===== config.mk =====
export PLATFORM = sky130hd
export DESIGN_NAME = dmx_div
export DESIGN_NICKNAME = d
export VERILOG_FILES = /design/src/rtl/core/dmx_pkg.sv /design/src/rtl/core/dmx_div.sv
export SDC_FILE = /design/constraint.sdc
export NUM_CORES = 2
export LEC_CHECK = 0
export BUFFER_PORTS_ARGS = -buffer_cell sky130_fd_sc_hd__buf_2
export CAP_MARGIN = 10
export CORE_ASPECT_RATIO = 1.25
export CORE_UTILIZATION = 60
export DETAILED_ROUTE_END_ITERATION = 6
export PLACE_DENSITY = 0.82
export SLEW_MARGIN = 10
export SYNTH_ARGS = -nofsm -noshare
export SYNTH_HDL_FRONTEND = slang
export SYNTH_SLANG_ARGS = --single-unit

===== constraint.sdc =====
create_clock -name clk -period 6.7 [get_ports clk]
set_input_delay 0.335 -clock clk [delete_from_list [all_inputs] [get_ports clk]]
set_output_delay 0.335 -clock clk [all_outputs]
set_load 0.02 [all_outputs]

===== src/rtl/core/dmx_pkg.sv =====
package dmx_pkg;

    // fixed field widths
    localparam int SAMPLE_BITS      = 24;
    localparam int COUNT_BITS       = 4;
    localparam int POSITIONS_BITS   = 24;
    localparam int CODE_BITS        = 3;
    localparam int CFG_INDEX_BITS   = 4;
    localparam int CFG_DATA_BITS    = 24;
    localparam int MAX_CHANNELS_DEF = 8;

    // weights in unsigned q1.16
    localparam int W_BITS = 17;
    localparam logic [W_BITS-1:0] W_ONE  = 17'd65536;
    localparam logic [W_BITS-1:0] W_HALF = 17'd32768;
    localparam logic [W_BITS-1:0] W_ISQ2 = 17'd46341;
    localparam logic [W_BITS-1:0] W_ZERO = 17'd0;

    // position codes
    localparam logic [CODE_BITS-1:0] POS_UNKNOWN   = 3'd0;
    localparam logic [CODE_BITS-1:0] POS_FL        = 3'd1;
    localparam logic [CODE_BITS-1:0] POS_FR        = 3'd2;
    localparam logic [CODE_BITS-1:0] POS_FC        = 3'd3;
    localparam logic [CODE_BITS-1:0] POS_LFE       = 3'd4;
    localparam logic [CODE_BITS-1:0] POS_LEFT_GRP  = 3'd5;
    localparam logic [CODE_BITS-1:0] POS_RIGHT_GRP = 3'd6;
    localparam logic [CODE_BITS-1:0] POS_CENTRE_GRP = 3'd7;

    // register indexes
    localparam logic [CFG_INDEX_BITS-1:0] REG_CHANNEL_COUNT     = 4'd0;
    localparam logic [CFG_INDEX_BITS-1:0] REG_CHANNEL_POSITIONS = 4'd1;

    typedef logic signed [SAMPLE_BITS-1:0] sample_word_t;

    typedef struct packed {
        logic signed [SAMPLE_BITS-1:0] sample_0;
        logic signed [SAMPLE_BITS-1:0] sample_1;
        logic signed [SAMPLE_BITS-1:0] sample_2;
        logic signed [SAMPLE_BITS-1:0] sample_3;
        logic signed [SAMPLE_BITS-1:0] sample_4;
        logic signed [SAMPLE_BITS-1:0] sample_5;
        logic signed [SAMPLE_BITS-1:0] sample_6;
        logic signed [SAMPLE_BITS-1:0] sample_7;
    } frame_t;

    typedef struct packed {
        logic signed [SAMPLE_BITS-1:0] left_out;
        logic signed [SAMPLE_BITS-1:0] right_out;
    } stereo_t;

    typedef struct packed {
        logic [W_BITS-1:0] wl;
        logic [W_BITS-1:0] wr;
    } weights_t;

    function automatic weights_t lane_weights(
        input logic [CODE_BITS-1:0] code,
        input logic                 is_first,
        input logic                 is_second
    );
        weights_t w;
        case (code)
            POS_FL:         begin w.wl = W_ONE;  w.wr = W_ZERO; end
            POS_FR:         begin w.wl = W_ZERO; w.wr = W_ONE;  end
            POS_FC:         begin w.wl = W_ISQ2; w.wr = W_ISQ2; end
            POS_LFE:        begin w.wl = W_ZERO; w.wr = W_ZERO; end
            POS_LEFT_GRP:   begin w.wl = W_ISQ2; w.wr = W_ZERO; end
            POS_RIGHT_GRP:  begin w.wl = W_ZERO; w.wr = W_ISQ2; end
            POS_CENTRE_GRP: begin w.wl = W_ISQ2; w.wr = W_ISQ2; end
            default:
            begin
                // unknown position falls back on the channel index
                if (is_first)
                begin
                    w.wl = W_ONE;
                    w.wr = W_ZERO;
                end
                else if (is_second)
                begin
                    w.wl = W_ZERO;
                    w.wr = W_ONE;
                end
                else
                begin
                    w.wl = W_HALF;
                    w.wr = W_HALF;
                end
            end
        endcase
        return w;
    endfunction

    function automatic sample_word_t frame_sample(
        input frame_t         f,
        input logic [2:0]     idx
    );
        sample_word_t s;
        case (idx)
            3'd1:    s = f.sample_1;
            3'd2:    s = f.sample_2;
            3'd3:    s = f.sample_3;
            3'd4:    s = f.sample_4;
            3'd5:    s = f.sample_5;
            3'd6:    s = f.sample_6;
            3'd7:    s = f.sample_7;
            default: s = f.sample_0;
        endcase
        return s;
    endfunction

endpackage


===== src/rtl/core/dmx_div.sv =====
module dmx_div #(
    parameter int MAX_CHANNELS = dmx_pkg::MAX_CHANNELS_DEF,
    localparam int CH_BITS  = $clog2(MAX_CHANNELS),
    localparam int TOT_BITS = dmx_pkg::W_BITS + CH_BITS,
    localparam int ACC_BITS = dmx_pkg::SAMPLE_BITS + TOT_BITS,
    localparam int QB       = dmx_pkg::SAMPLE_BITS
) (
    input  logic                clk,
    input  logic                en,
    input  logic [ACC_BITS-1:0] num,
    input  logic [TOT_BITS-1:0] den,
    input  logic                neg,
    output logic [QB-1:0]       quo,
    output logic                quo_neg
);
    import dmx_pkg::*;

    // one quotient bit per stage; the weighted average keeps the quotient
    // below 2**QB so the top bits of the numerator start below the divisor
    logic [TOT_BITS-1:0] rem_reg [QB];
    logic [QB-1:0]       low_reg [QB];
    logic [QB-1:0]       quo_reg [QB];
    logic [TOT_BITS-1:0] den_reg [QB];
    logic                neg_reg [QB];

    genvar k;
    generate
        for (k = 0; k < QB; k++)
        begin : g_stage
            logic [TOT_BITS-1:0] src_rem;
            logic [QB-1:0]       src_low;
            logic [QB-1:0]       src_quo;
            logic [TOT_BITS-1:0] src_den;
            logic                src_neg;
            logic [TOT_BITS:0]   trial;
            logic [TOT_BITS:0]   diff;
            logic                ge;
            logic [TOT_BITS-1:0] rem_next;

            if (k == 0)
            begin : g_first
                assign src_rem = num[ACC_BITS-1:QB];
                assign src_low = num[QB-1:0];
                assign src_quo = '0;
                assign src_den = den;
                assign src_neg = neg;
            end
            else
            begin : g_rest
                assign src_rem = rem_reg[k-1];
                assign src_low = low_reg[k-1];
                assign src_quo = quo_reg[k-1];
                assign src_den = den_reg[k-1];
                assign src_neg = neg_reg[k-1];
            end

            always_comb
            begin
                trial    = {src_rem, src_low[QB-1]};
                diff     = trial - {1'b0, src_den};
                ge       = (trial >= {1'b0, src_den});
                rem_next = ge ? diff[TOT_BITS-1:0] : trial[TOT_BITS-1:0];
            end

            always_ff @(posedge clk)
            begin
                if (en)
                begin
                    rem_reg[k] <= rem_next;
                    low_reg[k] <= {src_low[QB-2:0], 1'b0};
                    quo_reg[k] <= {src_quo[QB-2:0], ge};
                    den_reg[k] <= src_den;
                    neg_reg[k] <= src_neg;
                end
            end
        end
    endgenerate

    assign quo     = quo_reg[QB-1];
    assign quo_neg = neg_reg[QB-1];

endmodule


# Word-level counts from Yosys, hierarchy flattened

Memories as Yosys holds them, arrays and structs flattened.
Cells that the tools add are included.

Flip-flop bits (word level): 0
RAM bits: 2,112
Bits of input ports: 67
Output and inout bits: 25
Logic and storage cells: 79
Memories kept: 5

Add/sub/neg operators: 24
Order comparisons: 24
Mux-type cells: 26

Memory list:

| memory  | depth | width | rd ports | clocked after Yosys merged registers in | wr ports | RTL line      | source |
|---|---|---|---|---|---|---|---|
| quo_reg | 24    | 24    | 24       | 0                                       | 24       | dmx_div.sv:22 | `logic [QB-1:0] quo_reg [QB];` |
| low_reg | 24    | 23    | 23       | 0                                       | 24       | dmx_div.sv:21 | `logic [QB-1:0] low_reg [QB];` |
| den_reg | 24    | 20    | 23       | 0                                       | 24       | dmx_div.sv:23 | `logic [TOT_BITS-1:0] den_reg [QB];` |
| rem_reg | 24    | 20    | 23       | 0                                       | 24       | dmx_div.sv:20 | `logic [TOT_BITS-1:0] rem_reg [QB];` |
| neg_reg | 24    | 1     | 24       | 0                                       | 24       | dmx_div.sv:24 | `logic neg_reg [QB];` |

Operators by type and width:

| kind                                             | count |
|---|---|
| 21-bit by 20-bit >= comparator with 1-bit output | 24 |
| 20-bit 2-to-1 mux                                | 24 |
| 20-bit subtractor                                | 24 |
| 1-bit 2-to-1 mux                                 | 2 |

# Longest topological paths before layout

An unclocked memory read counts as a cell.

Depth in word-level cells: 3
Depth in mapped cells: 13
Gate-level depth less buffers: 12

# Least setup slack after synthesis

No wires, ideal clock.

Kind: register to register
From: memory den_reg[0][21] in the netlist's numbering
To: memory rem_reg[0][46] in the netlist's numbering (data pin)
Setup time: 260 ps
Arrival: 2,825 ps
Data required time: 6,440 ps
Setup slack: 3,615 ps
Stages on the path, launching flop included: 12
Path buffers: 1
Period minus slack after synthesis: 3,085 ps
Cells stage by stage: edfxtp_1 -> inv_1 -> ha_1 -> nor2b_1 -> o31a_1 -> o31a_1 -> o21a_1 -> o311a_1 -> a2111oi_4 -> o41ai_2 -> buf_6 -> mux2_4

RTL lines:

| item            | RTL line |
|---|---|
| start, declared | dmx_div.sv:23 |
| end, declared   | dmx_div.sv:20 |

==> flow_metrics.tcl <==
set metrics [dict create \
    synth_compound_area_share_pct 11.7 \
    drt_first_pass_iters 7 \
    dp_hpwl_um 107000 \
    status "finished, violations left" \
    detail_route.wirelength_um 150000 \
    via_per_inst 5.89 \
    die-area_um2 125000 \
    clockPowerShare_pct 22.0 \
    vias 45800 \
    skew_ns 0.0271 \
    syn_nets 6360 \
    period_share_pct 60.9 \
    finalNonFillerCells 7765 \
    nNetsFinal 6612 \
    path_class "reg2reg" \
    slowest_stage "o21ai_2" \
    synth_enable_flop_cells 1520 \
    final_max_slew_viol_count 0 \
    grt_start_max_net_pins 200 \
    finalHoldViolCount 0 \
    clk_pin_slew_ns 0.06 \
    setup_ws_ns 2.62 \
    core.rowCount 143 \
    share_comb_of_total_power_pct 39.9 \
    cts_tree "built" \
    h-tree-depth 4 \
    synth_flop_cell "edfxtp_1" \
    synth_top_family_by_area "compound AO/OA/AOI/OAI gates" \
    failed_checks "DRC" \
    synthMuxAreaShare_pct 2.67 \
    cp_cell_sequence "inv_1, ha_1, a21oi_1, o22ai_1, o22ai_1, o21ai_0, a21oi_1, a21boi_0, o21ai_2, mux2_2" \
    postLayoutCoreUtil_pct 67.3 \
    vdd_ir_drop_max_mv 0.314 \
    drtIter0Drc 3031 \
    finalSetupViolCount 0 \
    power_switching_mw 13.3 \
    yosysMostFrequentCell "edfxtp_1" \
    yosysTopAreaCellShare_pct 61.6 \
    cp-end-kind "flip-flop" \
    netlist_top_cells_area "edfxtp_1 (62%), ha_1 (8.1%), a21oi_1 (3.0%)" \
    place_inst 7417 \
    post_cts_buffers 0 \
    grt_pass1_vias 48100 \
    tns_ns 0 \
    p_leak_nw 32.5 \
    grt_pass1_wl_um 236000 \
    cp-start-kind "flip-flop" \
    p_int_mw 24.7 \
    ioPinCount 92 \
    start_util_pct 60.7 \
    diodes 0 \
    cts_root_buf "clkbuf_16" \
    synthXorXnorAreaFrac_pct 4.10 \
    clock_latency_ns 0.80 \
    grtUsageTotal_pct 24.1 \
    die_w_um 316 \
    maxSlewHeadroom_pct 20.3 \
    pwr-share-seq_pct 38.1 \
    clockBufferDepth 3 \
    yosys.area_share.simple_pct 7.71 \
    critPathMaxStageDelay_ns 0.94 \
    worstPathRequired_ns 7.25 \
    place_congestion 0.913 \
    ys_ff_latch 1520 \
    final_area_um2 82100 \
    areaGrowthSynthToFinish_pct 10.9 \
    critical-path-top-delay-family "compound AO/OA/AOI/OAI gates" \
    holdWs_ns 0.0309 \
    path_buf_inv 1 \
    antenna_left 0 \
    yosys.area_share.adder_pct 8.73 \
    worst_slew_pin_slew_ns 1.19 \
    synthesis.area_um2 74100 \
    die_y_um 395 \
    crit_arrival_ns 4.63 \
    max_freq_ghz 0.245 \
    io_buffers 91 \
    hp-class "in2reg" \
    synth_common_cells "edfxtp_1 (1,520), inv_1 (582), ha_1 (480)" \
    powerDensity_nw_per_um2 463 \
    drc_errors 1 \
    place_ws_ns 2.59 \
    synth_cells 5790 \
    critical_path.max_fanout 21 \
    antenna_found_initial 1 \
    avgSynthCellArea_um2 12.8 \
    drive_gt1_share_pct 9.03 \
    yosysUniqueCellTypes 81 \
    cts.repair.resized 0 \
    fin_crit_ns 4.08 \
    drv_cap 0 \
    synthArstFlopShare_pct 0 \
    core_um2 122000 \
    yosys.area.top_type "edfxtp_1" \
    cts_sinks 1520 \
    wire_per_inst_um 19.3 \
    p_total_mw 38.0 \
    overflow 0 \
    rsz0062_at_grt "false" \
    cts_buffers 154 \
    seq_area_frac_synth_pct 61.6 \
    dpl_cell_area_um2 76600 \
    p_sw_share_pct 35.0 \
    ys_warn_count 0 \
]
[cells in the final DEF (no fill, tap or decap), types with 90 or more instances in the layout]
master,synthesis,routed
ha_1,480,480
a21oi_1,446,446
clkbuf_16,0,157
nor2_1,374,374
inv_1,582,582
nand3_1,98,98
nand2_1,313,313
edfxtp_1,1520,1520
o21ai_0,306,304
xnor2_1,192,192
mux2_2,139,139
buf_2,30,90
a21o_1,161,161
xor2_1,155,155
[path summary, 6_finish.rpt]
kind,slack [ns],endpoint,start,cells after the start
worst min register to register,0.40,quo_reg[1][81]$_DFFE_PP_,quo_reg[1][56]$_DFFE_PP_,0
worst max-delay path,2.62,rem_reg[1][11]$_DFFE_PP_,den_reg[0][61]$_DFFE_PP_,10
worst min-delay path,0.03,low_reg[0][1]$_DFFE_PP_,en,1
worst max register to register,2.62,rem_reg[1][11]$_DFFE_PP_,den_reg[0][61]$_DFFE_PP_,10
[cell families after synthesis]
family / count (synthesis)
XOR/XNOR: 347
flip-flops: 1520
adder cells (fa/ha/maj): 503
buffers and inverters: 672
AND/OR/NAND/NOR: 1207
multiplexers: 173
AO/OA/AOI/OAI: 1368
[worst reg2reg max path: stages, from the launching register on]
cell      delay [ns]
edfxtp_1        0.39
inv_1           0.06
ha_1            0.32
a21oi_1         0.27
o22ai_1         0.18
o22ai_1         0.50
o21ai_0         0.29
a21oi_1         0.28
a21boi_0        0.15
o21ai_2         0.94
mux2_2          0.44
[timing repair]
item | in CTS | in global routing
hold buffers | 64 | 0
setup endpoints to repair | 0 | 0
hold endpoints to repair | 64 | 0
[power by group through the flow]
stage	clock network (mW)	logic, mW	registers, mW
2_1_floorplan	0	11.5	14.2
3_5_place_dp	0	14.9	14.6
3_3_place_gp	0	14.4	14.5
6_report	8.36	15.2	14.5
4_1_cts	8.52	15.1	14.4
5_1_grt	8.89	16.7	14.6
[layer usage]
| layer | up-vias | wire length, um | GRT usage [%] |
|---|---|---|---|
| li1 | 22000 | - | - |
| met1 | 22100 | 47100 | 20.3 |
| met2 | 1181 | 86100 | 48.5 |
| met3 | 520 | 4590 | 3.47 |
| met4 | 0 | 11900 | 18.3 |
| met5 | - | 0 | 0 |
[cell type report]
class,instances,area [um2]
repair buffers,186,1460
fillers,8498,39900
flip-flops and latches,1520,45600
multi-input cells,3598,26000
clock buffers,192,4060
inverters,582,2180
well taps,1595,2000
clock inverters,92,827
No activity file was read; power rests on OpenSTA's default activity.
