**src/rtl/core/dmx_pkg.sv**
```systemverilog
package dmx_pkg;

    // fixed field widths
    localparam int SAMPLE_BITS      = 24;
    localparam int COUNT_BITS       = 4;
    localparam int POSITIONS_BITS   = 24;
    localparam int CODE_BITS        = 3;
    localparam int CFG_INDEX_BITS   = 4;
    localparam int CFG_DATA_BITS    = 24;
    localparam int MAX_CHANNELS_DEF = 8;

    // weights in unsigned q1.16
    localparam int W_BITS = 17;
    localparam logic [W_BITS-1:0] W_ONE  = 17'd65536;
    localparam logic [W_BITS-1:0] W_HALF = 17'd32768;
    localparam logic [W_BITS-1:0] W_ISQ2 = 17'd46341;
    localparam logic [W_BITS-1:0] W_ZERO = 17'd0;

    // position codes
    localparam logic [CODE_BITS-1:0] POS_UNKNOWN   = 3'd0;
    localparam logic [CODE_BITS-1:0] POS_FL        = 3'd1;
    localparam logic [CODE_BITS-1:0] POS_FR        = 3'd2;
    localparam logic [CODE_BITS-1:0] POS_FC        = 3'd3;
    localparam logic [CODE_BITS-1:0] POS_LFE       = 3'd4;
    localparam logic [CODE_BITS-1:0] POS_LEFT_GRP  = 3'd5;
    localparam logic [CODE_BITS-1:0] POS_RIGHT_GRP = 3'd6;
    localparam logic [CODE_BITS-1:0] POS_CENTRE_GRP = 3'd7;

    // register indexes
    localparam logic [CFG_INDEX_BITS-1:0] REG_CHANNEL_COUNT     = 4'd0;
    localparam logic [CFG_INDEX_BITS-1:0] REG_CHANNEL_POSITIONS = 4'd1;

    typedef logic signed [SAMPLE_BITS-1:0] sample_word_t;

    typedef struct packed {
        logic signed [SAMPLE_BITS-1:0] sample_0;
        logic signed [SAMPLE_BITS-1:0] sample_1;
        logic signed [SAMPLE_BITS-1:0] sample_2;
        logic signed [SAMPLE_BITS-1:0] sample_3;
        logic signed [SAMPLE_BITS-1:0] sample_4;
        logic signed [SAMPLE_BITS-1:0] sample_5;
        logic signed [SAMPLE_BITS-1:0] sample_6;
        logic signed [SAMPLE_BITS-1:0] sample_7;
    } frame_t;

    typedef struct packed {
        logic signed [SAMPLE_BITS-1:0] left_out;
        logic signed [SAMPLE_BITS-1:0] right_out;
    } stereo_t;

    typedef struct packed {
        logic [W_BITS-1:0] wl;
        logic [W_BITS-1:0] wr;
    } weights_t;

    function automatic weights_t lane_weights(
        input logic [CODE_BITS-1:0] code,
        input logic                 is_first,
        input logic                 is_second
    );
        weights_t w;
        case (code)
            POS_FL:         begin w.wl = W_ONE;  w.wr = W_ZERO; end
            POS_FR:         begin w.wl = W_ZERO; w.wr = W_ONE;  end
            POS_FC:         begin w.wl = W_ISQ2; w.wr = W_ISQ2; end
            POS_LFE:        begin w.wl = W_ZERO; w.wr = W_ZERO; end
            POS_LEFT_GRP:   begin w.wl = W_ISQ2; w.wr = W_ZERO; end
            POS_RIGHT_GRP:  begin w.wl = W_ZERO; w.wr = W_ISQ2; end
            POS_CENTRE_GRP: begin w.wl = W_ISQ2; w.wr = W_ISQ2; end
            default:
            begin
                // unknown position falls back on the channel index
                if (is_first)
                begin
                    w.wl = W_ONE;
                    w.wr = W_ZERO;
                end
                else if (is_second)
                begin
                    w.wl = W_ZERO;
                    w.wr = W_ONE;
                end
                else
                begin
                    w.wl = W_HALF;
                    w.wr = W_HALF;
                end
            end
        endcase
        return w;
    endfunction

    function automatic sample_word_t frame_sample(
        input frame_t         f,
        input logic [2:0]     idx
    );
        sample_word_t s;
        case (idx)
            3'd1:    s = f.sample_1;
            3'd2:    s = f.sample_2;
            3'd3:    s = f.sample_3;
            3'd4:    s = f.sample_4;
            3'd5:    s = f.sample_5;
            3'd6:    s = f.sample_6;
            3'd7:    s = f.sample_7;
            default: s = f.sample_0;
        endcase
        return s;
    endfunction

endpackage

```
**src/rtl/core/dmx_merge.sv**
```systemverilog
module dmx_merge #(
    parameter int MAX_CHANNELS = dmx_pkg::MAX_CHANNELS_DEF,
    localparam int CH_BITS   = $clog2(MAX_CHANNELS),
    localparam int TOT_BITS  = dmx_pkg::W_BITS + CH_BITS,
    localparam int ACC_BITS  = dmx_pkg::SAMPLE_BITS + TOT_BITS,
    localparam int PROD_BITS = dmx_pkg::SAMPLE_BITS + dmx_pkg::W_BITS
) (
    input  logic                        clk,
    input  logic                        en,
    input  logic signed [PROD_BITS-1:0] prod_l [MAX_CHANNELS],
    input  logic signed [PROD_BITS-1:0] prod_r [MAX_CHANNELS],
    input  dmx_pkg::weights_t           weights [MAX_CHANNELS],
    output logic [ACC_BITS-1:0]         num_l,
    output logic [TOT_BITS-1:0]         den_l,
    output logic                        neg_l,
    output logic [ACC_BITS-1:0]         num_r,
    output logic [TOT_BITS-1:0]         den_r,
    output logic                        neg_r
);
    import dmx_pkg::*;

    localparam int LEAVES = 1 << CH_BITS;

    logic signed [ACC_BITS-1:0] leaf_acc_l [LEAVES];
    logic signed [ACC_BITS-1:0] leaf_acc_r [LEAVES];
    logic [TOT_BITS-1:0]        leaf_tot_l [LEAVES];
    logic [TOT_BITS-1:0]        leaf_tot_r [LEAVES];

    // heap ordered adder tree, node 1 is the root
    logic signed [ACC_BITS-1:0] node_acc_l_reg [1:LEAVES-1];
    logic signed [ACC_BITS-1:0] node_acc_r_reg [1:LEAVES-1];
    logic [TOT_BITS-1:0]        node_tot_l_reg [1:LEAVES-1];
    logic [TOT_BITS-1:0]        node_tot_r_reg [1:LEAVES-1];

    logic [ACC_BITS-1:0] num_l_reg, num_r_reg;
    logic [TOT_BITS-1:0] den_l_reg, den_r_reg;
    logic                neg_l_reg, neg_r_reg;

    genvar g;
    generate
        for (g = 0; g < LEAVES; g++)
        begin : g_leaf
            if (g < MAX_CHANNELS)
            begin : g_used
                assign leaf_acc_l[g] = ACC_BITS'(prod_l[g]);
                assign leaf_acc_r[g] = ACC_BITS'(prod_r[g]);
                assign leaf_tot_l[g] = TOT_BITS'(weights[g].wl);
                assign leaf_tot_r[g] = TOT_BITS'(weights[g].wr);
            end
            else
            begin : g_pad
                assign leaf_acc_l[g] = '0;
                assign leaf_acc_r[g] = '0;
                assign leaf_tot_l[g] = '0;
                assign leaf_tot_r[g] = '0;
            end
        end

        for (g = 1; g < LEAVES; g++)
        begin : g_node
            logic signed [ACC_BITS-1:0] a_l, b_l, a_r, b_r;
            logic [TOT_BITS-1:0]        c_l, d_l, c_r, d_r;
            if (2 * g >= LEAVES)
            begin : g_from_leaf
                assign a_l = leaf_acc_l[2*g-LEAVES];
                assign b_l = leaf_acc_l[2*g+1-LEAVES];
                assign a_r = leaf_acc_r[2*g-LEAVES];
                assign b_r = leaf_acc_r[2*g+1-LEAVES];
                assign c_l = leaf_tot_l[2*g-LEAVES];
                assign d_l = leaf_tot_l[2*g+1-LEAVES];
                assign c_r = leaf_tot_r[2*g-LEAVES];
                assign d_r = leaf_tot_r[2*g+1-LEAVES];
            end
            else
            begin : g_from_node
                assign a_l = node_acc_l_reg[2*g];
                assign b_l = node_acc_l_reg[2*g+1];
                assign a_r = node_acc_r_reg[2*g];
                assign b_r = node_acc_r_reg[2*g+1];
                assign c_l = node_tot_l_reg[2*g];
                assign d_l = node_tot_l_reg[2*g+1];
                assign c_r = node_tot_r_reg[2*g];
                assign d_r = node_tot_r_reg[2*g+1];
            end

            always_ff @(posedge clk)
            begin
                if (en)
                begin
                    node_acc_l_reg[g] <= a_l + b_l;
                    node_acc_r_reg[g] <= a_r + b_r;
                    node_tot_l_reg[g] <= c_l + d_l;
                    node_tot_r_reg[g] <= c_r + d_r;
                end
            end
        end
    endgenerate

    // sign and magnitude, divisor pick and half-divisor rounding offset
    logic [ACC_BITS-1:0] mag_l, mag_r;
    logic [TOT_BITS-1:0] den_l_next, den_r_next;

    always_comb
    begin
        mag_l = node_acc_l_reg[1][ACC_BITS-1] ? ACC_BITS'(-node_acc_l_reg[1])
                                              : ACC_BITS'(node_acc_l_reg[1]);
        mag_r = node_acc_r_reg[1][ACC_BITS-1] ? ACC_BITS'(-node_acc_r_reg[1])
                                              : ACC_BITS'(node_acc_r_reg[1]);
        den_l_next = (node_tot_l_reg[1] == '0) ? TOT_BITS'(W_ONE) : node_tot_l_reg[1];
        den_r_next = (node_tot_r_reg[1] == '0) ? TOT_BITS'(W_ONE) : node_tot_r_reg[1];
    end

    always_ff @(posedge clk)
    begin
        if (en)
        begin
            num_l_reg <= mag_l + ACC_BITS'(den_l_next >> 1);
            num_r_reg <= mag_r + ACC_BITS'(den_r_next >> 1);
            den_l_reg <= den_l_next;
            den_r_reg <= den_r_next;
            neg_l_reg <= node_acc_l_reg[1][ACC_BITS-1];
            neg_r_reg <= node_acc_r_reg[1][ACC_BITS-1];
        end
    end

    assign num_l = num_l_reg;
    assign num_r = num_r_reg;
    assign den_l = den_l_reg;
    assign den_r = den_r_reg;
    assign neg_l = neg_l_reg;
    assign neg_r = neg_r_reg;

endmodule

```
**config.mk**
```make
export PLATFORM = sky130hd
export DESIGN_NAME = dmx_merge
export DESIGN_NICKNAME = d
export VERILOG_FILES = /design/src/rtl/core/dmx_pkg.sv /design/src/rtl/core/dmx_merge.sv
export SDC_FILE = /design/constraint.sdc
export NUM_CORES = 2
export LEC_CHECK = 0
export BUFFER_PORTS_ARGS = -buffer_cell sky130_fd_sc_hd__buf_2
export CAP_MARGIN = 15
export CORE_AREA = 3 3 414 416
export CTS_CLUSTER_DIAMETER = 60
export DETAILED_ROUTE_END_ITERATION = 8
export DIE_AREA = 0 0 417 419
export GPL_ROUTABILITY_DRIVEN = 0
export MAX_ROUTING_LAYER = met4
export PLACE_DENSITY_LB_ADDON = 0.2
export SLEW_MARGIN = 20
export SYNTH_ARGS = -nofsm -noshare
export SYNTH_HDL_FRONTEND = slang
export SYNTH_SLANG_ARGS = --single-unit
```
**constraint.sdc**
```tcl
create_clock -name clk -period 7 [get_ports clk]
set_input_delay 0.35 -clock clk [delete_from_list [all_inputs] [get_ports clk]]
set_output_delay 0.35 -clock clk [all_outputs]
set_load 0.05 [all_outputs]
```
**Yosys cells after proc, flatten, opt, wreduce, memory -nomap -nowiden**

Memories as Yosys holds them, arrays and structs flattened.
Cells that the tools add are included.

- Latch bits: 0
- Logic and storage cells: 52
- Output and inout bits: 130
- Input port bits: 930
- Bits in read-only memories: 0
- Memories: 4
- Bits in registers: 130
- RAM bits: 896

Memories:

| memory | words | bits a word | read ports | clocked after Yosys merged registers in | wr ports | line | source |
|---|---|---|---|---|---|---|---|
| node_acc_l_reg | 7 | 44 | 7 | 0 | 7 | dmx_merge.sv:30 | `logic signed [ACC_BITS-1:0] node_acc_l_reg [1:LEAVES-1];` |
| node_acc_r_reg | 7 | 44 | 7 | 0 | 7 | dmx_merge.sv:31 | `logic signed [ACC_BITS-1:0] node_acc_r_reg [1:LEAVES-1];` |
| node_tot_l_reg | 7 | 20 | 7 | 0 | 7 | dmx_merge.sv:32 | `logic [TOT_BITS-1:0] node_tot_l_reg [1:LEAVES-1];` |
| node_tot_r_reg | 7 | 20 | 7 | 0 | 7 | dmx_merge.sv:33 | `logic [TOT_BITS-1:0] node_tot_r_reg [1:LEAVES-1];` |

- Multipliers: 0
- Order comparisons: 0
- Bitwise operators: 0
- Eq/ne operators: 0
- Add/subtract/negate cells: 32
- Shift operators: 0
- Reductions and logical operators: 2
- Mux-type cells: 6
- Div/mod/pow operators: 0

Operators by type and width:

| operator | count |
|---|---|
| adder 41 x 41 -> 42 bit | 8 |
| adder 44 bit | 6 |
| adder 17 x 17 -> 18 bit | 8 |
| adder 20 bit | 6 |
| adder 44 x 19 -> 44 bit | 2 |
| 2-to-1 mux 44 bit | 2 |
| negation 44 bit | 2 |
| logical NOT 20 bit | 2 |
| 2-to-1 mux 20 bit | 2 |
| 2-to-1 mux 1 bit | 2 |

**Longest topological paths before layout**

An unclocked memory read counts as a cell.

- Depth after elaboration: 4
- Mapped depth: 20
- Depth with buffers taken out: 17

**Worst setup path after synthesis**

Ideal clock, no wire load.

- Path kind: reg-to-reg
- From: reg, netlist name node_acc_r_reg[0][87]
- To: reg num_r_reg[42], in the netlist num_r[42] (data pin)
- Path buffers: 7
- Cell stages (with the launch flop): 20
- Library setup time: 0.266 ns
- Clock period less this slack: 5.094 ns
- Slack: 1.906 ns
- Data required time: 6.734 ns
- Arrival time: 4.829 ns
- Path through: edfxtp_1 -> clkbuf_1 -> clkbuf_1 -> clkbuf_1 -> clkbuf_1 -> clkbuf_1 -> buf_1 -> o41ai_1 -> xnor2_1 -> ha_1 -> nand2_1 -> a2111o_1 -> nand3_1 -> a21bo_2 -> a31oi_1 -> or4b_4 -> or3b_1 -> buf_6 -> nor4b_4 -> xor2_1

RTL lines:

| item | line | source |
|---|---|---|
| end signal, assigned | dmx_merge.sv:118 | `num_r_reg <= mag_r + ACC_BITS'(den_r_next >> 1);` |
| end, declared | dmx_merge.sv:35 | `logic [ACC_BITS-1:0] num_l_reg, num_r_reg;` |

==> impl_metrics.csv <==
group,metric,value,unit
logic_synthesis,synth.distinct_cells,101,
logic_synthesis,synth_top_cell_by_area,"edfxtp_1",
grt,grt_pass1_vias,60750,
clock_tree,cts_num_sinks,990,
worst_setup_path,worstPathArrival,5820,ps
timing,setup-violations-final,0,
power_and_ir_drop,total_leakage_power,37.07,nW
die,die_h,419,µm
die,dieArea,174700,µm²
clock_tree,numCtsBuffers,121,
logic_synthesis,yosys-top-cells-area,"edfxtp_1, ha_1, xnor2_1",
cells_and_area,utilization,0.5185,
worst_setup_path,crit_required,7450,ps
cells_and_area,final_nets,10340,
logic_synthesis,syn_avg_cell_area,10.10,µm²
route,ant_nets,0,
route,drt_iter0_markers,4395,
cells_and_area,multi_input_area,42840,µm²
clock_tree,htree_levels,3,
logic_synthesis,syn_nets,9210,
power_and_ir_drop,powerDensity,380.1,nW/µm²
logic_synthesis,ys_seq_area_frac,0.3988,
grt,grt_max_degree,182,
die,die_w,417,µm
placement,dp_cells,10560,
clock_tree,worstSkewPairLatency,750,ps
grt,use_met2,0.4545,
clock_tree,cts_root_buf,"clkbuf_16",
timing,worst_hold_slack,49.64,ps
timing,period_share,0.7682,
timing,tightest_slew,1210,ps
route,wl_per_cell,21.22,µm
timing,finalCriticalPeriod,5377,ps
grt,grt.busiest_layer,"met2",
route,routed_via_density,5.718,
grt,grtUsageMet3,0.03330,
logic_synthesis,synth_common_cells,"edfxtp_1, ha_1, a21oi_1",
logic_synthesis,ys.warnings.count,0,
worst_setup_path,crit_type,"flip-flop to flip-flop",
clock_tree,cts.clk_slew.worst_paths,60,ps
timing,final.setup.worst_slack,1623,ps
die,start_util,0.4448,
route,vias,62070,
cells_and_area,final_cells,10860,
cells_and_area,drive_gt1_frac,0.1617,
die,num_rows,150,
run_status,status,"finished, final reports clean",
logic_synthesis,synth_ff_type,"edfxtp_1",
logic_synthesis,synth_edf_count,990,
cells_and_area,area_delta_synth_final,16.57,%
run,max_cap_viol_count,0,
clock_tree,post_cts_buffers,0,
grt,grt-ovfl-total,0,
logic_synthesis,synthArstFlopShare,0,
grt,grt_usage,0.2615,
power_and_ir_drop,irDropWorstVdd,273.3,µV
clock_tree,cts_tree,"done",
cells_and_area,fill_cells,15000,
die,core,167600,µm²
cells_and_area,regArea,29730,µm²
clock_tree,cts_buffer_depth,3,
timing,relSlewSlack,0.1830,
logic_synthesis,yosys.cell_count.top_type,"edfxtp_1",
timing,setup_tns,0,ps
power_and_ir_drop,total_power,33.04,mW
timing,fmax,186.0,MHz
grt,antenna_found_initial,39,
timing,finalHoldViolCount,0,
cells_and_area,stdcell_area,86900,µm²
timing,report.final.slew_viol_count,0,
timing,rsz0062_at_grt,"false",
logic_synthesis,synth_area,74550,µm²
route,routed_wirelength,230400,µm
route,dr.pass1.iters,6,
min_path,min_path_type,"primary input to flip-flop",
logic_synthesis,yosysTopAreaCellShare,0.3988,
logic_synthesis,ys_seq_elements,990,
worst_setup_path,path_max_fanout,6,
route,drc_errors,0,
worst_setup_path,end_kind,"flip-flop",
placement,place_area,82470,µm²
worst_setup_path,startpoint_type,"flip-flop",
grt,grt_pass1_wl,344800,µm
die,ios,1060,
placement,dp_slack,1722,ps
placement,numPortBuffers,1059,
grt,use_met1,0.2854,
logic_synthesis,postSynthCellCount,7382,
placement,hpwlAfterDp,191000,µm
timing,skew,61.27,ps
cell families (layout without fill, tap and decap cells):
group / count (synthesis) / count (layout) / synth area share
other: 0 / 36 / 0
buffers and inverters: 525 / 1758 / 0.02660
xor gates and xnor gates: 818 / 818 / 0.09610
and+or+nand+nor: 1883 / 1883 / 0.1266
AOI/OAI and AO/OA: 2254 / 2254 / 0.1963
adders and majority gates: 898 / 898 / 0.1537
muxes: 14 / 14 / 0.001913
DFF: 990 / 990 / 0.3988
worst paths after layout:
| check | start | to | slack (ps) | cells after the start |
|---|---|---|---|---|
| worst max-delay path | node_acc_r_reg[0][49] | num_r[33] | 1620 | 17 |
| worst min-delay path | en | node_tot_l_reg[0][102] | 50 | 1 |
| worst max register to register | node_acc_r_reg[0][49] | num_r[33] | 1620 | 17 |
| worst min register to register | node_tot_r_reg[0][20] | den_r[0] | 510 | 0 |
power by group:
part | switching (mW) | total [mW] | internal [mW]
Combinational | 9.67 | 16.2 | 6.48
Sequential | 1.22 | 10.6 | 9.40
Clock | 2.64 | 6.26 | 3.62
metal layers:
layer	vias to the layer above	wire length, µm
met4	0	16210
li1	30070	-
met1	29480	88580
met3	524	10690
met2	1995	114900
met5	-	0
layout make-up:
| class | count | area share |
|---|---|---|
| timing repair buffer | 1114 | 0.06758 |
| clock inverter | 95 | 0.01077 |
| tap | 2204 | 0.03173 |
| clock buffer | 132 | 0.03581 |
| multi-input combinational | 5867 | 0.4930 |
| sequential | 990 | 0.3421 |
| antenna | 36 | 0.001037 |
| inverter | 417 | 0.01801 |
cell usage in the layout (no fill, tap or decap), types with 31 or more instances in the layout:
cell	count
xor2_1	213
ha_1	868
nor3_1	186
buf_2	1058
o21a_1	121
inv_1	416
o211ai_1	56
a21o_1	343
o31ai_1	58
nand4_1	77
and3_1	69
a211oi_1	73
or2_2	32
diode_2	36
nor2_1	512
nor2b_1	95
edfxtp_1	990
or3_1	58
nand3_1	155
nand2_1	384
nor4_1	34
xnor2_1	605
o41ai_1	32
a31oi_1	67
o21ai_0	463
clkbuf_16	123
a21boi_0	45
a21oi_1	610
nand2b_1	134
and2_1	31
o21bai_1	84
what timing repair did:
item                                    CTS  global route
resized for setup                         0             0
endpoints found under the setup margin    0             0
hold endpoints to repair                 15             0
hold buffers                             30             0
critical path: stages (launching register included):
cell and delay (ps):
edfxtp_1 470, or4_1 600, nor2_1 240, nand2_1 110, or4_1 440, nand2_1 100
xnor2_1 90, ha_1 380, a21o_1 190, a21o_1 130, a21o_1 110, a21o_1 110
o21ba_2 170, o41a_1 440, nor3_1 510, nand4_1 420, nor4_1 420, xnor2_1 140
No activity file was read; power rests on OpenSTA's default activity.
