### src/rtl/core/dmx_pkg.sv
package dmx_pkg;

    // fixed field widths
    localparam int SAMPLE_BITS      = 24;
    localparam int COUNT_BITS       = 4;
    localparam int POSITIONS_BITS   = 24;
    localparam int CODE_BITS        = 3;
    localparam int CFG_INDEX_BITS   = 4;
    localparam int CFG_DATA_BITS    = 24;
    localparam int MAX_CHANNELS_DEF = 8;

    // weights in unsigned q1.16
    localparam int W_BITS = 17;
    localparam logic [W_BITS-1:0] W_ONE  = 17'd65536;
    localparam logic [W_BITS-1:0] W_HALF = 17'd32768;
    localparam logic [W_BITS-1:0] W_ISQ2 = 17'd46341;
    localparam logic [W_BITS-1:0] W_ZERO = 17'd0;

    // position codes
    localparam logic [CODE_BITS-1:0] POS_UNKNOWN   = 3'd0;
    localparam logic [CODE_BITS-1:0] POS_FL        = 3'd1;
    localparam logic [CODE_BITS-1:0] POS_FR        = 3'd2;
    localparam logic [CODE_BITS-1:0] POS_FC        = 3'd3;
    localparam logic [CODE_BITS-1:0] POS_LFE       = 3'd4;
    localparam logic [CODE_BITS-1:0] POS_LEFT_GRP  = 3'd5;
    localparam logic [CODE_BITS-1:0] POS_RIGHT_GRP = 3'd6;
    localparam logic [CODE_BITS-1:0] POS_CENTRE_GRP = 3'd7;

    // register indexes
    localparam logic [CFG_INDEX_BITS-1:0] REG_CHANNEL_COUNT     = 4'd0;
    localparam logic [CFG_INDEX_BITS-1:0] REG_CHANNEL_POSITIONS = 4'd1;

    typedef logic signed [SAMPLE_BITS-1:0] sample_word_t;

    typedef struct packed {
        logic signed [SAMPLE_BITS-1:0] sample_0;
        logic signed [SAMPLE_BITS-1:0] sample_1;
        logic signed [SAMPLE_BITS-1:0] sample_2;
        logic signed [SAMPLE_BITS-1:0] sample_3;
        logic signed [SAMPLE_BITS-1:0] sample_4;
        logic signed [SAMPLE_BITS-1:0] sample_5;
        logic signed [SAMPLE_BITS-1:0] sample_6;
        logic signed [SAMPLE_BITS-1:0] sample_7;
    } frame_t;

    typedef struct packed {
        logic signed [SAMPLE_BITS-1:0] left_out;
        logic signed [SAMPLE_BITS-1:0] right_out;
    } stereo_t;

    typedef struct packed {
        logic [W_BITS-1:0] wl;
        logic [W_BITS-1:0] wr;
    } weights_t;

    function automatic weights_t lane_weights(
        input logic [CODE_BITS-1:0] code,
        input logic                 is_first,
        input logic                 is_second
    );
        weights_t w;
        case (code)
            POS_FL:         begin w.wl = W_ONE;  w.wr = W_ZERO; end
            POS_FR:         begin w.wl = W_ZERO; w.wr = W_ONE;  end
            POS_FC:         begin w.wl = W_ISQ2; w.wr = W_ISQ2; end
            POS_LFE:        begin w.wl = W_ZERO; w.wr = W_ZERO; end
            POS_LEFT_GRP:   begin w.wl = W_ISQ2; w.wr = W_ZERO; end
            POS_RIGHT_GRP:  begin w.wl = W_ZERO; w.wr = W_ISQ2; end
            POS_CENTRE_GRP: begin w.wl = W_ISQ2; w.wr = W_ISQ2; end
            default:
            begin
                // unknown position falls back on the channel index
                if (is_first)
                begin
                    w.wl = W_ONE;
                    w.wr = W_ZERO;
                end
                else if (is_second)
                begin
                    w.wl = W_ZERO;
                    w.wr = W_ONE;
                end
                else
                begin
                    w.wl = W_HALF;
                    w.wr = W_HALF;
                end
            end
        endcase
        return w;
    endfunction

    function automatic sample_word_t frame_sample(
        input frame_t         f,
        input logic [2:0]     idx
    );
        sample_word_t s;
        case (idx)
            3'd1:    s = f.sample_1;
            3'd2:    s = f.sample_2;
            3'd3:    s = f.sample_3;
            3'd4:    s = f.sample_4;
            3'd5:    s = f.sample_5;
            3'd6:    s = f.sample_6;
            3'd7:    s = f.sample_7;
            default: s = f.sample_0;
        endcase
        return s;
    endfunction

endpackage

### src/rtl/core/dmx_lane.sv
module dmx_lane #(
    parameter int LANE_IDX = 0
) (
    input  logic                                       clk,
    input  logic                                       en,
    input  logic signed [dmx_pkg::SAMPLE_BITS-1:0]     sample,
    input  logic [dmx_pkg::CODE_BITS-1:0]              code,
    input  logic                                       active,
    output logic signed [dmx_pkg::SAMPLE_BITS+dmx_pkg::W_BITS-1:0] prod_l,
    output logic signed [dmx_pkg::SAMPLE_BITS+dmx_pkg::W_BITS-1:0] prod_r,
    output dmx_pkg::weights_t                          weights
);
    import dmx_pkg::*;

    localparam int PROD_BITS = SAMPLE_BITS + W_BITS;

    weights_t                       w_next;
    logic signed [PROD_BITS:0]      full_l;
    logic signed [PROD_BITS:0]      full_r;
    logic signed [PROD_BITS-1:0]    prod_l_reg;
    logic signed [PROD_BITS-1:0]    prod_r_reg;
    weights_t                       w_reg;

    always_comb
    begin
        w_next = lane_weights(code, LANE_IDX == 0, LANE_IDX == 1);
        // channels beyond the count carry no weight
        if (!active)
        begin
            w_next.wl = W_ZERO;
            w_next.wr = W_ZERO;
        end
        full_l = sample * $signed({1'b0, w_next.wl});
        full_r = sample * $signed({1'b0, w_next.wr});
    end

    always_ff @(posedge clk)
    begin
        if (en)
        begin
            prod_l_reg <= full_l[PROD_BITS-1:0];
            prod_r_reg <= full_r[PROD_BITS-1:0];
            w_reg      <= w_next;
        end
    end

    assign prod_l  = prod_l_reg;
    assign prod_r  = prod_r_reg;
    assign weights = w_reg;

endmodule

### config.mk
export PLATFORM = sky130hd
export DESIGN_NAME = dmx_lane
export DESIGN_NICKNAME = d
export VERILOG_FILES = /design/src/rtl/core/dmx_pkg.sv /design/src/rtl/core/dmx_lane.sv
export SDC_FILE = /design/constraint.sdc
export NUM_CORES = 1
export LEC_CHECK = 0
export ABC_AREA = 1
export BUFFER_PORTS_ARGS = -buffer_cell sky130_fd_sc_hd__buf_2
export CAP_MARGIN = 15
export CELL_PAD_IN_SITES_DETAIL_PLACEMENT = 0
export CELL_PAD_IN_SITES_GLOBAL_PLACEMENT = 1
export CORE_MARGIN = 2
export CORE_UTILIZATION = 45
export DETAILED_ROUTE_END_ITERATION = 8
export PLACE_DENSITY_LB_ADDON = 0.1
export SKIP_LAST_GASP = 1
export SLEW_MARGIN = 10
export SYNTH_ARGS = -nofsm -noshare
export SYNTH_HDL_FRONTEND = slang
export SYNTH_SLANG_ARGS = --single-unit
### constraint.sdc
create_clock -name clk -period 12.2 [get_ports clk]
set_input_delay 1.22 -clock clk [delete_from_list [all_inputs] [get_ports clk]]
set_output_delay 1.22 -clock clk [all_outputs]
set_load 0.01 [all_outputs]
# Word-level counts from Yosys, hierarchy flattened
# Index checks and enable logic that the tools add are counted.
# Widths: inputs -> output; s select.
totals:
  input_bits: 30
  word_cells: 15
  output_inout_bits: 116
  regBits: 116
classes:
  muxes: 2
  n_reduce_logical: 1
  n_mul: 2
  eq_ne: 6
ops:
  columns: ["operator", "n"]
  rows:
  - ["$pmux 34 s5", 1]
  - ["$mul 24x18->41", 2]
  - ["$mux 34", 1]
  - ["$eq 3x3->1 const B", 4]
  - ["$eq 3x2->1 const B", 2]
  - ["$reduce_or 2->1", 1]

# Longest topological paths before layout
# Gate-level depths: netlist (run 1).
logic_depth:
  ltp_word: 5
  depth_mapped: 28

# Worst setup path before layout (run 1)
# Ideal clock, no wire load.
synth_timing:
  path_kind: "input port to flip-flop"
  from: "input code[1] in the netlist's numbering"
  to: "register prod_r_reg[37] (netlist: prod_r[37]) (data pin)"
  required_time_ns: 11.948
  stages: 24
  arrival_time_ns: 5.896
  slack_ns: 6.051
  setup_time_ns: 0.252
  path_cell_list: "nand2_1 nor2_2 inv_1 clkbuf_1 nor2_1 ha_1 fa_1 inv_1 fa_1 inv_1 fa_1 inv_1 fa_1 inv_1 fa_1 ha_1 nand2_1 nor2_1 and3_1 nand2_1 nand2_1 nand2_1 nand3_1 nand2_1"
synth_lines:
  columns: ["item", "line", "source"]
  rows:
  - ["start, declared", "dmx_lane.sv:7", "input logic [dmx_pkg::CODE_BITS-1:0] code,"]
  - ["end signal, assigned", "dmx_lane.sv:42", "prod_r_reg <= full_r[PROD_BITS-1:0];"]
  - ["end, declared", "dmx_lane.sv:21", "logic signed [PROD_BITS-1:0] prod_r_reg;"]

==> results of run 1 <==
## cell type report
type | count | area [sq um]
Tap cell | 585 | 732.0
Timing Repair Buffer | 131 | 668.1
Inverter | 613 | 2301
Clock inverter | 4 | 72.57
Fill cell | 4314 | 21890
Sequential cell | 86 | 2582
Clock buffer | 11 | 232.7
Multi-Input combinational cell | 1547 | 14500
## Yosys cell counts
| library cell | number |
|---|---|
| nor2_2 | 4 |
| nand3_1 | 45 |
| fa_1 | 272 |
| nand2_1 | 375 |
| nor3_2 | 2 |
| xor2_1 | 36 |
| xnor2_1 | 9 |
| edfxtp_1 | 86 |
| a21oi_1 | 75 |
| o21ai_0 | 41 |
| conb_1 | 1 |
| a31oi_1 | 1 |
| ha_1 | 419 |
| nor4_2 | 1 |
| inv_1 | 613 |
| and3_1 | 1 |
| and2_1 | 2 |
| buf_4 | 30 |
| o21bai_1 | 5 |
| nand4_1 | 5 |
| clkbuf_1 | 8 |
| o211ai_2 | 1 |
| nand3_2 | 6 |
| nand2_2 | 10 |
| nor3_1 | 12 |
| a21o_1 | 2 |
| nand3b_1 | 1 |
| nor2_1 | 204 |
## through the flow
step | hold slack [ps] | cell area (sq um) | worst slack, ps | std cells
floorplan | 1333 | 19640 | 6051 | 2284
global placement | 1609 | 20780 | 4866 | 2962
detailed placement | 1622 | 20780 | 4855 | 2962
CTS | 1181 | 21090 | 5285 | 2977
global route | 1227 | 21090 | 4863 | 2977
finish | 1212 | 21090 | 5170 | 2977
## kinds of logic after synthesis
family,count (synthesis),share of synthesized area (%)
buffers and inverters,651,13.06
XOR/XNOR,45,2.014
AND/OR/NAND/NOR,668,13.78
other,1,0.01916
AO/OA/AOI/OAI,125,3.331
flip-flops,86,13.19
adder cells (fa/ha/maj),691,54.61
## tightest hold or removal path, delay by kind of cell
kind          cells  cell delay [ps]
buf+inv           1               90
simple gates      2              170
## per-layer routing
layer	GRT usage, %	vias to the layer above
met3	3.043	14
met5	0	-
li1	-	7133
met1	32.73	7040
met4	3.448	2
met2	34.04	269
## final timing paths
kind | start | end | slack [ps]
max | active | prod_r[35]$_DFFE_PP_ | 5170
min | code[0] | weights[15]$_DFFE_PP_ | 1210
## power groups by stage
stage                     Combinational [mW]  Sequential, mW  Clock, mW
final                                  0.946           0.438      0.306
after global routing                    1.10           0.444      0.330
after CTS                              0.965           0.440      0.319
after detailed placement               0.957           0.445          0
after global placement                 0.960           0.443          0
after floorplan                        0.632           0.484          0
==> results by group, run 1 <==
Status
  • Status: finished clean

Critical path
  • Worst path bufs/invs: 7
  • Critical Setup Path Class: input port to register
  • Worst Setup End Kind: register
  • Most numerous cell on the critical path: inv_1
  • Highest-delay cell along the critical path: nor2_1
  • Startpoint type of the worst setup path: input port
  • Top delay family on crit path: adder cells
  • Worst-path cell chain: buf_2, nand2_1, nor2_2, inv_1, nor2_1, ha_1, fa_1, inv_1, fa_1, fa_1, inv_1, fa_1, inv_1, fa_1, inv_1, ha_1, a21oi_1, o21ai_0, inv_1, nand2_1, a21oi_1, nand2_1, nand2_1, nand2_1
  • WP data required: 12360 ps
  • WP data arrival: 7190 ps
  • Slowest stage delay, CP: 810 ps
  • Critical path depth: 24
  • Worst-path fanout max: 23

Floorplan
  • Row count: between 70 and 80
  • Die area: 0.04518 sq mm
  • Chip Width: 212.6 um
  • Core Region: about 0.043 sq mm
  • Num ports: 146
  • Die Height: roughly 210 um
  • Initial Utilization: 45.54%

Timing
  • Count of pins over their slew limit: 0
  • Fmax: about 140 MHz
  • Final TNS setup: 0 ps
  • Fin crit share: around 58%
  • Slew headroom: 35.13%
  • Worst Tran Pin Value: 970.7 ps
  • Setup violators final: 0
  • Hold Vio Cnt, Final: 0
  • Minimum clock period: 7030 ps
  • Unrepaired setup endpoints after global routing: no

Hold path
  • Hold Path Class: input port to register
  • Hold Crit Depth: 3

Clocking
  • Post-CTS Setup Bufs: 0
  • Clk buf depth: 2
  • TritonCTS Buffers: 9
  • # clock sinks: 86
  • Cts repair resizes: 0
  • Root cell of the clock tree: clkbuf_16
  • Worst-path clk slew: around 70 ps
  • Cts hold-fix bufs: 0
  • CTS H-tree lvls: 3
  • CTS tree: yes

Global route
  • First-pass GRT wire length: 76380 um
  • GRT Overall Usage: a little over a fifth
  • Largest net degree at the start of global routing: 50
  • Grt ovf: 0
  • Vias in the first global route: 14931
  • Initial antenna violation count: 1

Routing
  • Metal-1 WL: 23170 um
  • DRC Markers: 0
  • Vias: ~14000
  • Vias per std cell: 4.857
  • Top sig layer: met5
  • Final WL: 45570 um
  • Starting DRT DRC Count: 705
  • Routed wl met2: between 15000 and 20000 um
  • Met3 routed WL: 2100 um
  • Drt wl/cell: 15.31 um
  • Drt pass-1 iters: 5
  • Routed Antenna Nets: 0

Synthesis
  • Top post-synthesis cells by area: fa_1 (28%), ha_1 (27%), edfxtp_1 (13%)
  • Mapped Area: 0.01957 sq mm
  • Synth area leader: fa_1
  • Syn Inst Count: 2267
  • Ys Warns: 0
  • Post-synth top area share: 27.82%
  • FF+latch count, synth: 86
  • Mapped Avg Cell Area: approximately 8.6 sq um
  • Yosys cell types: 28
  • Seq/Total Area, Yosys: around an eighth

Power and ir drop
  • Clock share of power: 18.1%
  • Comb pwr share: 56.0%
  • Total internal power: 0.9476 mW
  • Total power: 1.690 mW
  • Max IR drop VDD: 0.07308 mV
  • Power Dens Cells: 80.15 mW/mm^2
  • Leakage power: 12.23 nW
  • Sw Share: 43.93%
  • Net Switching: 0.7425 mW
  • Sequential Power Share: 25.9%

Cells and area
  • Final nets: 3109
  • Most common cell after layout, fill and taps aside: inv_1
  • Synth-to-layout area growth: 7.735%
  • Commonest non-fill, non-tap cells in the layout: inv_1 (613), ha_1 (419), nand2_1 (375), fa_1 (272), nor2_1 (204)
  • Share of post-route cells with drive strength above 1: 7.023%
  • Final Util: 49.06%
  • N_diodes: 0

Placed design
  • Port Buf Inserts: about 130
  • Post-DP HPWL: 40560 um
  • RePlAce Congestion: around 0.92

Run
  • Max_cap viols: 0
(Power assumes the default switching activity.)
==> run 2: changes to the inputs <==
--- a/config.mk
+++ b/config.mk
@@ -5,7 +5,7 @@
 export SDC_FILE = /design/constraint.sdc
 export NUM_CORES = 1
 export LEC_CHECK = 0
-export ABC_AREA = 1
+export ABC_AREA = 0
 export BUFFER_PORTS_ARGS = -buffer_cell sky130_fd_sc_hd__buf_2
 export CAP_MARGIN = 15
 export CELL_PAD_IN_SITES_DETAIL_PLACEMENT = 0
==> constraint.sdc (replaced) <==
create_clock -name clk -period 7.01 [get_ports clk]
set_input_delay 0.701 -clock clk [delete_from_list [all_inputs] [get_ports clk]]
set_output_delay 0.701 -clock clk [all_outputs]
set_load 0.01 [all_outputs]
==> run 2 against run 1 <==
Largest power group unchanged; sequential power grew 74%; highest routed layer unchanged; global-route usage shrank 2.8 points; area after synthesis shrank 5.0%; sequential share of layout area grew 0.45 points; routed wire length shrank 15%; worst setup slack lost 4600 ps; count of clock-buffer cells in the layout shrank 1; critical path type unchanged; die area shrank 4.9%; design area shrank 3.6%; critical path depth shrank 2; non-clock buffer count grew 50.
==> results by group, run 2 <==
Status
  • Status: finished clean

Synthesis
  • Mapped Area: 0.01859 sq mm (-5.0%)
  • Post-synth top area share: 29.29% (+1.5 points)
  • FF+latch count, synth: 86 (unchanged)
  • Yosys cell types: 66 (+140%)
  • Mapped Avg Cell Area: 10.40 sq um (+20%)
  • Top post-synthesis cells by area: fa_1 (29%), ha_1 (28%), edfxtp_1 (14%)
  • EDFF count, synth: 86 (unchanged)
  • Synth area leader: fa_1
  • Most common cell in the synthesized netlist: inv_1
  • Ys Warns: 0 (unchanged)
  • Syn Inst Count: 1788 (-21%)
  • Asr flop ratio synth: 0% (unchanged)
  • Post-synth top flop: edfxtp_1
  • Post-synth top cells: inv_1 (421), ha_1 (419), fa_1 (272)
  • Seq/Total Area, Yosys: 13.89% (+0.70 points)

Floorplan
  • Row count: 74 (-2.6%)
  • Die area: 0.04295 sq mm (-4.9%)
  • Chip Width: 207.2 um (-2.5%)
  • Num ports: 146 (unchanged)
  • Initial Utilization: 45.52% (about the same)
  • Die Height: 207.2 um (-2.5%)
  • Core Region: 0.04083 sq mm (-5.0%)

Clocking
  • Worst-path clk slew: 70 ps (about the same)
  • Root cell of the clock tree: clkbuf_16
  • # clock sinks: 86 (unchanged)
  • Cts repair resizes: 0 (unchanged)
  • Cts hold-fix bufs: 0 (unchanged)
  • Post-CTS Setup Bufs: 0 (unchanged)
  • CTS H-tree lvls: 3 (unchanged)
  • Clk buf depth: 2 (unchanged)
  • CTS tree: yes
  • TritonCTS Buffers: 9 (unchanged)

Placed design
  • Port Buf Inserts: 127 (unchanged)
  • RePlAce Congestion: 0.8721 (-5.2%)
  • Area of placed instances: 0.02003 sq mm (-3.6%)
  • Post-DP HPWL: 34450 um (-15%)

Routing
  • Starting DRT DRC Count: 455 (-35%)
  • Vias per std cell: 5.004 (+3.0%)
  • DRC Markers: 0 (unchanged)
  • Drt pass-1 iters: 5 (unchanged)
  • Vias: 12389 (-14%)
  • Routed Antenna Nets: 0 (unchanged)
  • Final WL: 38640 um (-15%)
  • Drt wl/cell: 15.61 um (+1.9%)

Global route
  • First-pass GRT wire length: 65560 um (-14%)
  • M1 GR Usage: 25.48% (-7.3 points)
  • Vias in the first global route: 13437 (-10%)
  • Largest net degree at the start of global routing: 57 (+14%)
  • GRT Overall Usage: 19.03% (-2.8 points)
  • Initial antenna violation count: 3 (+2)
  • GRT met3 Usage: 3.177% (+0.13 points)
  • GR Layer Usage met2: 32.75% (-1.3 points)
  • Grt ovf: 0 (unchanged)
  • Most used routing layer: met2

Cells and area
  • Most common cell after layout, fill and taps aside: inv_1
  • Synth-to-layout area growth: 9.390%
  • Commonest non-fill, non-tap cells in the layout: inv_1 (421), ha_1 (419), fa_1 (272), buf_2 (126), and2_1 (97)
  • Fillcell total: 3879 (-10%)
  • Final instance area: 0.02033 sq mm (-3.6%)
  • Share of post-route cells with drive strength above 1: 10.91% (+3.9 points)
  • Final Util: 49.80% (+0.74 points)
  • Final nets: 2660 (-14%)

Timing
  • Fmax: 154.4 MHz
  • Setup violators final: 0 (unchanged)
  • Unrepaired setup endpoints after global routing: no
  • Slew headroom: 52.85% (+18 points)
  • Minimum clock period: 6478 ps
  • Final TNS setup: 0 ps (unchanged)
  • Worst Tran Pin Value: 707.2 ps (-263.5 ps)
  • Fin crit share: 92.41%
  • Hold Vio Cnt, Final: 0 (unchanged)
  • Hold Slack: 790.9 ps (-421.2 ps)
  • Count of pins over their slew limit: 0 (unchanged)

Critical path
  • WP data required: 7140 ps (-5220 ps)
  • Worst-path cell chain: buf_2, o211a_1, buf_4, and2_1, ha_1, inv_1, fa_1, inv_1, fa_1, inv_1, fa_1, inv_1, fa_1, fa_1, ha_1, and3_2, nand3_1, o31ai_2, a211oi_2, o31ai_1, a21oi_1, xnor2_1
  • Startpoint type of the worst setup path: input port
  • WP data arrival: 6610 ps (-580 ps)
  • Critical Setup Path Class: input port to register
  • Most numerous cell on the critical path: fa_1
  • Highest-delay cell along the critical path: fa_1
  • Slowest stage delay, CP: 500 ps (-310 ps)
  • Worst-path fanout max: 21 (-8.7%)
  • Worst path bufs/invs: 6 (-1)
  • Top delay family on crit path: adder cells
  • Worst Setup End Kind: register

Run
  • Max_cap viols: 0 (unchanged)

Hold path
  • Hold Path Class: input port to register
  • Hold Path End: prod_l[39]$_DFFE_PP_
  • Hold Crit Depth: 1 (-2)
  • Hold Crit Start: en

Power and ir drop
  • Max IR drop VDD: 0.08802 mV (+20%)
  • Leakage power: 11.09 nW (-9.3%)
  • Power Dens Cells: 141.8 mW/mm^2 (+77%)
  • Total power: 2.884 mW (+71%)
run 2: per-stage QoR:
| step | worst slack [ps] | cells |
|---|---|---|
| final | 531.8 | 2476 |
| after global routing | 225.9 | 2475 |
| after CTS | 574.2 | 2475 |
| after detailed placement | 175.9 | 2460 |
| after global placement | 189.5 | 2460 |
| after floorplan | 643.9 | 1805 |
run 2: report_power, final:
group | total (mW) | switching [mW] | internal (mW) | leakage [nW]
Sequential | 0.761 | 0.0286 | 0.733 | 0.832
Combinational | 1.60 | 0.937 | 0.662 | 10.1
Clock | 0.524 | 0.216 | 0.307 | 0.144
Total | 2.88 | 1.18 | 1.70 | 11.1
run 2: area by class of cell:
type	instances	area (sq um)	area share, %
Clock buffer	10	229.0	1.126
Antenna cell	1	2.502	0.01231
Tap cell	532	665.6	3.274
Timing Repair Buffer	181	1056	5.194
Clock inverter	5	75.07	0.3692
Sequential cell	86	2582	12.70
Inverter	421	1580	7.772
Multi-Input combinational cell	1240	14140	69.55
run 2: layer usage:
layer	vias to the layer above	share of wire, %	routed length [um]
li1	6033	-	-
met1	6185	47	18110
met2	142	49	18970
met3	25	2.9	1127
met4	4	1.1	408
met5	-	0.062	24
run 2: cell families (layout without fill, tap and decap cells):
| group | Yosys count | count (layout) | share of synthesized area, % |
|---|---|---|---|
| fa+ha+maj | 691 | 691 | 57.50 |
| buf+inv | 479 | 617 | 10.47 |
| simple gates | 232 | 232 | 6.725 |
| compound gates | 221 | 221 | 7.707 |
| flops | 86 | 86 | 13.89 |
| xor+xnor | 77 | 77 | 3.628 |
| other cells | 1 | 19 | 0.02017 |
| mux | 1 | 1 | 0.05385 |
run 2: worst max-delay path by stage:
stage	slack (ps)	from	depth (start not counted)	end
after floorplan	640	code[0]	23	prod_r[36]$_DFFE_PP_
after global placement	190	code[0]	23	prod_r[33]$_DFFE_PP_
after detailed placement	180	code[1]	22	prod_l[40]$_DFFE_PP_
after CTS	570	code[1]	22	prod_l[40]$_DFFE_PP_
after global routing	230	code[2]	21	prod_l[40]$_DFFE_PP_
final	530	code[1]	22	prod_l[40]$_DFFE_PP_
==> run 3: changes to the inputs <==
--- a/config.mk
+++ b/config.mk
@@ -15,7 +15,7 @@
 export DETAILED_ROUTE_END_ITERATION = 8
 export PLACE_DENSITY_LB_ADDON = 0.1
 export SKIP_LAST_GASP = 1
-export SLEW_MARGIN = 10
+export SLEW_MARGIN = 20
 export SYNTH_ARGS = -nofsm -noshare
 export SYNTH_HDL_FRONTEND = slang
 export SYNTH_SLANG_ARGS = --single-unit
==> constraint.sdc (replaced) <==
create_clock -name clk -period 7.6 [get_ports clk]
set_input_delay 0.76 -clock clk [delete_from_list [all_inputs] [get_ports clk]]
set_output_delay 0.76 -clock clk [all_outputs]
set_load 0.01 [all_outputs]
==> run 3 against run 2 <==
Clock power decreased by 15%; power decreased by 10%; count of clock-buffer cells in the layout unchanged; via count decreased by 0.90%; sequential power decreased by 7.8%; utilization decreased by 0.84 points; non-clock buffer count decreased by 41; flip-flop and latch count unchanged; die area unchanged; largest power group unchanged.
==> results by group, run 3 (synthesized netlist as in run 2, its figures left out) <==
Critical path
  • Top delay family on crit path: adder cells
  • Slowest stage delay, CP: 570 ps (+70 ps)
  • Worst-path cell chain: buf_2, o211a_1, and2_1, ha_1, fa_1, inv_1, fa_1, inv_1, fa_1, inv_1, fa_1, inv_1, fa_1, ha_1, a21oi_1, o21ai_0, a2111oi_2, a21oi_1, o31a_1, a21oi_2, o21ai_1, xor2_1
  • Worst-path fanout max: 25 (+19%)
  • Highest-delay cell along the critical path: o211a_1
  • Worst path bufs/invs: 5 (-1)
  • Startpoint type of the worst setup path: input port
  • Most numerous cell on the critical path: fa_1
  • Worst Setup End Kind: register
  • Critical Setup Path Class: input port to register
  • WP data arrival: 7020 ps (+410 ps)
  • WP data required: 7730 ps (+590 ps)

Clocking
  • CTS H-tree lvls: 3 (unchanged)
  • Post-CTS Setup Bufs: 0 (unchanged)
  • Cts hold-fix bufs: 0 (unchanged)
  • Worst-path clk slew: 70 ps (about the same)
  • Cts repair resizes: 0 (unchanged)
  • # clock sinks: 86 (unchanged)
  • Clk buf depth: 2 (unchanged)
  • TritonCTS Buffers: 9 (unchanged)
  • CTS tree: yes
  • Root cell of the clock tree: clkbuf_16

Run
  • Max_cap viols: 0 (unchanged)

Routing
  • Starting DRT DRC Count: 492 (+8.1%)
  • Routed Antenna Nets: 0 (unchanged)
  • Drt pass-1 iters: 5 (unchanged)
  • Vias: 12277 (-0.90%)
  • Drt wl/cell: 15.97 um (+2.3%)
  • Vias per std cell: 5.042 (+0.76%)
  • Metal-1 WL: 18360 um (+1.4%)
  • Routed wl met2: 18770 um (-1.0%)
  • Final WL: 38890 um (+0.65%)
  • DRC Markers: 0 (unchanged)
  • Met3 routed WL: 1260 um (+12%)
  • Top sig layer: met5

Global route
  • Grt ovf: 0 (unchanged)
  • GRT Overall Usage: 19.24% (+0.21 points)
  • First-pass GRT wire length: 65990 um (+0.66%)
  • Largest net degree at the start of global routing: 57 (unchanged)
  • Initial antenna violation count: 3 (unchanged)
  • Vias in the first global route: 13211 (-1.7%)

Hold path
  • Hold Path End: prod_l[39]$_DFFE_PP_
  • Hold Crit Depth: 1 (unchanged)
  • Hold Path Class: input port to register
  • Hold Crit Start: en

Status
  • Status: finished clean

Cells and area
  • Most common cell after layout, fill and taps aside: inv_1
  • Post-route insts no fill: 2435 (-1.7%)
  • Final nets: 2619 (-1.5%)
  • Final Util: 48.96% (-0.84 points)
  • Share of post-route cells with drive strength above 1: 9.043% (-1.9 points)
  • Multi-input logic area: 0.01414 sq mm (unchanged)
  • Synth-to-layout area growth: 7.539%
  • Commonest non-fill, non-tap cells in the layout: inv_1 (421), ha_1 (419), fa_1 (272), buf_2 (126), and2_1 (97)
  • Seq. cell area: 0.002582 sq mm (unchanged)
  • Fillcell total: 3897 (+0.46%)

Placed design
  • Post-placement cell count: 2419 (-1.7%)
  • Port Buf Inserts: 127 (unchanged)
  • RePlAce Congestion: 0.8246 (-5.4%)
  • Post-DP HPWL: 34480 um (about the same)

Timing
  • Minimum clock period: 6891 ps
  • Final TNS setup: 0 ps (unchanged)
  • Fin crit share: between 90% and 100%
  • Unrepaired setup endpoints after global routing: no
  • Fmax: 145.1 MHz
  • Count of pins over their slew limit: 0 (unchanged)
  • Slew headroom: 50.69% (-2.2 points)
  • Worst Tran Pin Value: 739.6 ps (+32.42 ps)
  • Setup violators final: 0 (unchanged)
  • Hold Vio Cnt, Final: 0 (unchanged)

Power and ir drop
  • Power Dens Cells: 129.4 mW/mm^2 (-8.8%)
  • Total power: 2.586 mW (-10%)
  • Max IR drop VDD: 0.09137 mV (+3.8%)
  • Leakage power: 10.87 nW (-2.0%)

Floorplan
  • Row count: 74 (unchanged)
  • Initial Utilization: 45.52% (unchanged)
  • Die area: 0.04295 sq mm (unchanged)
  • Chip Width: 207.2 um (unchanged)
  • Die Height: 207.2 um (unchanged)
  • Core Region: 0.04083 sq mm (unchanged)
  • Num ports: 146 (unchanged)
-- run 3: cell count changes in the layout (fill, tap and decap cells not counted), sizes merged --
| cell | change |
|---|---|
| buf | -41 |
| bufinv | -1 |
| clkinv | +1 |
-- run 3: report_power, final --
part | switching (mW) | internal (mW) | total, mW
Combinational | 0.859 | 0.577 | 1.44
Clock | 0.197 | 0.250 | 0.447
Sequential | 0.0264 | 0.676 | 0.702
Total | 1.08 | 1.50 | 2.59
-- run 3: how the worst max path moves through the flow --
stage	from	slack, ps	endpoint	depth (start not counted)
2_1_floorplan	code[0]	1170	prod_r[36]$_DFFE_PP_	23
6_report	code[2]	710	prod_r[39]$_DFFE_PP_	22
5_1_grt	code[2]	340	prod_l[40]$_DFFE_PP_	20
3_5_place_dp	code[2]	370	prod_l[40]$_DFFE_PP_	20
3_3_place_gp	code[2]	420	prod_l[40]$_DFFE_PP_	20
4_1_cts	code[2]	780	prod_r[39]$_DFFE_PP_	22
-- run 3: routing by layer --
layer	vias to the layer above	GRT usage, %
met5	-	0
li1	5958	-
met1	6138	26.09
met3	27	3.041
met4	4	4.458
met2	150	32.39
-- run 3: per-stage QoR --
step	setup WS (ps)	area (sq um)	hold slack (ps)
final	709.5	19990	843.4
after floorplan	1175	18650	872.5
after detailed placement	366.1	19710	1168
after global placement	421.4	19710	1169
after CTS	783.0	19990	832.6
after global routing	339.1	19990	841.6
-- run 3: area by class of cell --
| class | count | area share, % |
|---|---|---|
| repair buffers | 140 | 3.681 |
| inverters | 421 | 7.906 |
| well taps | 532 | 3.330 |
| clock inverters | 5 | 0.2566 |
| clock buffers | 10 | 1.145 |
| diodes | 1 | 0.01252 |
| multi-input cells | 1240 | 70.75 |
| flip-flops and latches | 86 | 12.92 |
